`config.mk`:
```
export PLATFORM = sky130hd
export DESIGN_NAME = fsa_ram
export DESIGN_NICKNAME = d
export VERILOG_FILES = /design/src/rtl/fsa_ram.sv
export SDC_FILE = /design/constraint.sdc
export NUM_CORES = 1
export LEC_CHECK = 0
export ABC_AREA = 1
export BUFFER_PORTS_ARGS = -buffer_cell sky130_fd_sc_hd__buf_2
export CAP_MARGIN = 20
export CELL_PAD_IN_SITES_DETAIL_PLACEMENT = 1
export CELL_PAD_IN_SITES_GLOBAL_PLACEMENT = 1
export CORE_ASPECT_RATIO = 0.8
export CORE_MARGIN = 10
export CORE_UTILIZATION = 46
export CTS_BUF_LIST = sky130_fd_sc_hd__clkbuf_8
export DETAILED_ROUTE_END_ITERATION = 10
export GPL_TIMING_DRIVEN = 0
export PLACE_DENSITY_LB_ADDON = 0.1
export REMOVE_ABC_BUFFERS = 1
export SYNTH_ARGS = -nofsm -noshare
export SYNTH_HDL_FRONTEND = slang
export SYNTH_SLANG_ARGS = --single-unit
```
`constraint.sdc`:
```
create_clock -name clk_i -period 1.1 [get_ports clk_i]
set_input_delay 0.22 -clock clk_i [delete_from_list [all_inputs] [get_ports clk_i]]
set_output_delay 0.22 -clock clk_i [all_outputs]
set_load 0.02 [all_outputs]
```
`src/rtl/fsa_ram.sv`:
```
// ----------------------------------------------------------------------------
// fsa_ram
// Generic simple dual-port RAM: one write port, one read port, registered read.
// ----------------------------------------------------------------------------
`default_nettype none

module fsa_ram #(
  parameter int unsigned WIDTH = 8,
  parameter int unsigned DEPTH = 16
) (
  input  wire logic                                     clk_i,
  input  wire logic                                     we_i,
  input  wire logic [((DEPTH > 1) ? $clog2(DEPTH) : 1)-1:0] waddr_i,
  input  wire logic [WIDTH-1:0]                         wdata_i,
  input  wire logic                                     re_i,
  input  wire logic [((DEPTH > 1) ? $clog2(DEPTH) : 1)-1:0] raddr_i,
  output logic      [WIDTH-1:0]                         rdata_o
);

  logic [WIDTH-1:0] mem_q [DEPTH];

  always_ff @(posedge clk_i) begin
    if (we_i) begin
      mem_q[waddr_i] <= wdata_i;
    end
    if (re_i) begin
      rdata_o <= mem_q[raddr_i];
    end
  end

endmodule

`default_nettype wire

```
==> metrics.txt, run 1 <==
remaining routing DRC violations 0; register bit count reported by yosys 136; Routed WL approximately 15 mm; CTS H-tree depth 4; crit path max fanout 8; M1 GR Usage between 20% and 30%; status finished, violations left; Die W between 100 and 150 um; Cells after Synth 551; Die H 121 um; most frequent cells in the layout nand2_1 (164), edfxtp_1 (136), inv_1 (103); sequential cell area 4080 um^2; DPL Wire Length a little over 9 mm; fin util 55.5%; dpl ws -1.17 ns; critical path endpoint category flop; Initial Utilization 47.5%; met2 GRT Util ~28%; number of global-route vias before repair 4078; tightest hold margin 0.116 ns; Clock Skew 0.00780 ns; VDD IR-drop max around 1000 uV; leakage roughly 2.9 nW; YS warnings 0; part of the Yosys area used for sequential elements 69.8%; Finished Cell Area 6830 um^2; Initial DRC Count 298; clock sinks 136; logic gate share of total power 8.0%; Slew @ Worst Pin 0.931 ns; post-DR wirelength/cell 19.3 um; 1st-pass router iterations 5; worst hold path type input port to flop; vias between 3000 and 4000; critical path class input port to flop; n_diodes 0; final hold vios 0; share of cells above drive strength 1 between 20% and 30%; Post-DRT Antenna Nets 0; slowest CP cell nor2_1; Worst-Skew Late Latency 0.44 ns; Seq pwr share a little over half; Sw Share 23.2%; CP max stage delay roughly 0.75 ns; WP data required 1.16 ns; Longest Clk Path Bufs 2; crit path cell chain buf_2 -> nand3b_1 -> nor2_1; Switch Pwr 0.00249 W; critical path startpoint category input port; CP bufs+invs 1; Setup-failing EPs final 53; Maximum Capacitance Violations 0; final worst setup slack -0.158 ns; Layout fillers 1326; Syn-to-layout area delta 16.8%; first-pass GRT wire length 22.9 mm; Top delay family on crit path simple AND/OR/NAND/NOR gates; Inserted Clock Buffers 17; root buffer cell clkbuf_8; RSZ-0062 raised after global routing yes; I/O Pins 27; fmax 795 MHz; grt ovf 0; Slew Viols, Final 0; Final period util 114%; fin crit period 1.26 ns; GPL Wtd Cong 0.775; most common cell after layout, fill and taps aside nand2_1; Core Region around 12000 um^2; pin count of the biggest net entering global routing 42; Total Routing Usage GR between 15 and 20%; Internal Dissipation 0.00825 W; layer with the highest usage met2; row cnt 36; Layout Nets approximately 600; multi-input logic area 1500 um^2; Clk pwr share 37.4%; worst relative slew slack 37.7%; Worst EP arrival 1.32 ns; Cell variety after synth 11; pwr/cell area between 1500 and 2000 nW/um^2; Placement Cell Area 6060 um^2; clock slew seen by the registers of the worst setup and hold paths 0.07 ns; Setup TNS -5.31 ns; failing checks setup timing; CTS tree done; number of I/O port buffers 26; Mapped Avg Cell Area 10.6 um^2; Die ar. roughly 18000 um^2; Mapped Area 5850 um^2; initial antenna violation count 1; Vias per Instance between 5 and 6; met3 usage 5.63%
==> metal layers <==
metal  part of all wire (%)  vias to the layer above
met5                  0.082                        -
met4                   0.56                        2
met3                    3.5                        7
met2                     49                       64
met1                     47                     1913
li1                       -                     1831
==> final cells by class <==
cell class | instances | area share [%]
Inverter | 102 | 5.88
Clock buffer | 17 | 3.43
Sequential cell | 136 | 59.8
Timing Repair inverter | 1 | 0.128
Multi-Input combinational cell | 289 | 22.0
Clock inverter | 15 | 2.13
Tap cell | 171 | 3.13
Timing Repair Buffer | 30 | 3.45
==> worst register-to-register path, stage by stage (launching register included) <==
cell	delay [ns]
edfxtp_1	0.40
nand2_1	0.10
nand2_2	0.08
nand2_1	0.07
nand3_2	0.07
nand3_2	0.09
nand2_2	0.08
==> stage by stage <==
step	instances	total power [W]
after global routing	761	0.0111
after CTS	761	0.0108
after global placement	724	0.00666
after floorplan	527	0.00632
final	761	0.0107
after detailed placement	726	0.00670
==> timing repair <==
| item | CTS | global route |
|---|---|---|
| hold buffers | 0 | 0 |
| gates cloned | 1 | 0 |
| buffers inserted | 2 | 0 |
| endpoints found under the hold margin | 0 | 0 |
| pin swaps | 19 | 36 |
| gates resized for setup | 44 | 46 |
| setup endpoints to repair | 125 | 80 |
==> cell families (layout without fill, tap and decap cells) <==
family	count (synthesis)	in the layout	synth area share, %
buffers and inverters	126	165	9.39
DFF	136	136	69.8
and+or+nand+nor	289	289	20.8
==> cell usage after synthesis, drive strengths merged <==
master,number,share of area (%)
nand2,173,11
edfxtp,136,70
inv,102,6.5
nand3,97,8.3
buf,24,2.8
nor2,17,1.1
nand3b,2,0.26
==> power groups by stage <==
stage          sequential [W]  clock (W)  combinational, W
2_1_floorplan         0.00600          0          0.000313
3_3_place_gp          0.00597          0          0.000690
3_5_place_dp          0.00598          0          0.000726
4_1_cts               0.00586    0.00411          0.000799
5_1_grt               0.00587    0.00432          0.000948
6_report              0.00587    0.00401          0.000861
==> registers in the layout (all words and copies together) (netlist names) <==
signal	flops
mem_q	128
rdata_o	8
==> path summary, 6_finish.rpt <==
| kind | from | end | slack, ns | cells past startpoint |
|---|---|---|---|---|
| max | waddr_i[3] | mem_q[4][6] | -0.16 | 3 |
| min | re_i | rdata_o[6] | 0.12 | 1 |
| max reg2reg | mem_q[3][4] | rdata_o[4] | -0.04 | 6 |
| min reg2reg | mem_q[4][6] | rdata_o[6] | 0.75 | 6 |
(Power assumes the default switching activity.)
==> run 2: changes to the inputs <==
Settings changed: CTS_BUF_LIST sky130_fd_sc_hd__clkbuf_8 to sky130_fd_sc_hd__clkbuf_4 sky130_fd_sc_hd__clkbuf_8.
==> run 2 against run 1 <==
The run still ends with setup timing left. First-iteration DRC count shrank 7.0%. Die area is the same. Fmax shrank 0.96%. Cell area grew 0.33%. Hold slack gained 0.0068 ns. Critical path depth grew 1. Via count shrank 0.10%. Setup slack lost 0.012 ns.
==> metrics.txt, run 2 (synthesis results as in run 1) <==
status finished, violations left (unchanged); failing checks setup timing (unchanged); Initial Utilization 47.5% (unchanged); Die W 146 um (unchanged); logic gate share of total power 7.9% (was 8.0%); n_diodes 0 (unchanged); Setup-failing EPs final 45 (was 53); crit path max fanout 8 (unchanged); multi-input logic area 1510 um^2 (was 1500 um^2); row cnt 36 (unchanged); R2R setup slack -0.03 ns (was -0.04 ns); initial antenna violation count 1 (unchanged); fin crit period 1.27 ns (was 1.26 ns); clock sinks 136 (unchanged); Finished Cell Area 6850 um^2 (was 6830 um^2); Layout Nets 596 (unchanged); most frequent cells in the layout nand2_1 (164), edfxtp_1 (136), inv_1 (99) (was nand2_1 (164), edfxtp_1 (136), inv_1 (103)); most common cell after layout, fill and taps aside nand2_1 (unchanged); Switch Pwr 0.00249 W (about the same); sequential cell area 4080 um^2 (unchanged); Syn-to-layout area delta 17.1% (was 16.8%); Final period util 115% (was 114%); RSZ-0062 raised after global routing yes (unchanged); number of global-route vias before repair 4100 (was 4078); non-filler cells, final 761 (unchanged); critical path startpoint waddr_i[0] (was waddr_i[3]); first-pass GRT wire length 23.0 mm (was 22.9 mm); Clk pwr share 38.1% (was 37.4%); CTS H-tree depth 4 (unchanged); critical path class input port to flop (unchanged); I/O Pins 27 (unchanged); Reg with most FFs mem_q (unchanged); clock slew seen by the registers of the worst setup and hold paths 0.07 ns (about the same); biggest regs mem_q (128), rdata_o (8) (unchanged); GPL Wtd Cong 0.775 (unchanged); share of cells above drive strength 1 22.4% (was 21.4%); Post-DRT Antenna Nets 0 (unchanged); critical path startpoint category input port (unchanged); pin count of the biggest net entering global routing 42 (unchanged); max reg flops 128 (unchanged); DPL Wire Length 9.05 mm (unchanged); VDD IR-drop max 1070 uV (was 1050 uV); Longest Clk Path Bufs 2 (unchanged); 1st-pass router iterations 4 (was 5); worst relative slew slack 37.7% (about the same); crit path to mem_q[4][6] (unchanged); worst r2r src mem_q[3][4] (unchanged); critical path endpoint category flop (unchanged); root buffer cell clkbuf_8 (unchanged); worst hold path type input port to flop (unchanged); Total Routing Usage GR 17.3% (about the same); Inserted Clock Buffers 17 (unchanged); Slew @ Worst Pin 0.932 ns (was 0.931 ns); Worst-Skew Late Latency 0.44 ns (about the same); CTS tree done (unchanged); pwr/cell area 1590 nW/um^2 (was 1570 nW/um^2); Core Region 12300 um^2 (unchanged); Clock Skew 0.00705 ns (was 0.00780 ns); Placement Cell Area 6060 um^2 (unchanged); fmax 787 MHz (was 795 MHz); crit path cell chain buf_2 -> inv_1 -> nand2_1 -> nor2_1 (was buf_2 -> nand3b_1 -> nor2_1); leakage 2.88 nW (about the same); CP max stage delay 0.76 ns (was 0.75 ns); WP data required 1.17 ns (was 1.16 ns); slowest CP cell nor2_1 (unchanged); Layout fillers 1323 (was 1326); final hold vios 0 (unchanged); R2R depth 6 (unchanged); vias 3813 (was 3817); number of I/O port buffers 26 (unchanged); Internal Dissipation 0.00839 W (was 0.00825 W); Seq pwr share 53.9% (was 54.6%); Die H 121 um (unchanged); Slew Viols, Final 0 (unchanged); Vias per Instance 5.01 (was 5.02); Maximum Capacitance Violations 0 (unchanged); grt ovf 0 (unchanged); Worst EP arrival 1.34 ns (was 1.32 ns); post-DR wirelength/cell 19.3 um (about the same); remaining routing DRC violations 0 (unchanged); Sw Share 22.9% (was 23.2%); DP Cell Count 726 (unchanged); worst reg2reg path endpoint rdata_o[4] (unchanged); Routed WL 14.7 mm (about the same); final worst setup slack -0.170 ns (was -0.158 ns); Die ar. 17600 um^2 (unchanged); Initial DRC Count 277 (was 298)
## run 2: cell types whose count changed in the layout (fill, tap and decap cells not counted), sizes merged
cell	previous run	this run
clkbuf	17	21
inv	106	102
## run 2: layer usage
layer	wire length (um)	GRT usage, %
met3	581	5.85
met1	6850	21.8
met2	7130	27.9
met4	134	5.18
met5	12	0
## run 2: repair_timing
item                                    4_1_cts  5_1_grt
cloned                                        1        0
hold buffers                                  0        0
pin swaps                                    19       37
endpoints found under the setup margin      125       80
buffers inserted                              2        0
resized for setup                            44       48
## run 2: area by class of cell
cell class	instances	area share, %
tap	171	3.12
sequential	136	59.6
timing repair buffer	30	3.43
clock buffer	21	3.85
inverter	102	5.86
timing repair inverter	1	0.128
multi-input combinational	289	22.1
clock inverter	11	1.90
## run 2: stage by stage
stage	power (W)	worst slack, ns	utilization (%)	hold WS, ns	TNS (ns)
after floorplan	0.00632	-0.241	-	0.319	-8.10
after global placement	0.00666	-2.06	49.0	0.551	-82.82
after detailed placement	0.00670	-1.17	49.3	0.566	-80.52
after CTS	0.0109	-0.142	54.0	0.0796	-4.63
after global routing	0.0113	-0.210	55.7	0.0924	-7.92
final	0.0109	-0.170	55.7	0.123	-5.00
## run 2: power groups by stage
stage	combinational, W	clock (W)	sequential [W]
floorplan	0.000313	0	0.00600
global placement	0.000690	0	0.00597
detailed placement	0.000726	0	0.00598
CTS	0.000799	0.00424	0.00586
global route	0.000951	0.00446	0.00587
finish	0.000862	0.00415	0.00587
## run 2: how the worst min path moves through the flow
| stage | startpoint | end | slack (ns) | cells after the start |
|---|---|---|---|---|
| global route | re_i | rdata_o[3] | 0.09 | 1 |
| finish | re_i | rdata_o[3] | 0.12 | 1 |
| floorplan | wdata_i[0] | mem_q[0][0] | 0.32 | 0 |
| CTS | re_i | rdata_o[2] | 0.08 | 1 |
| detailed placement | re_i | rdata_o[2] | 0.57 | 1 |
| global placement | re_i | rdata_o[1] | 0.55 | 1 |
## run 2: critical path: cells and delay by family
kind / cells / cell delay, ns
buf+inv: 2 / 0.21
simple gates: 2 / 0.91
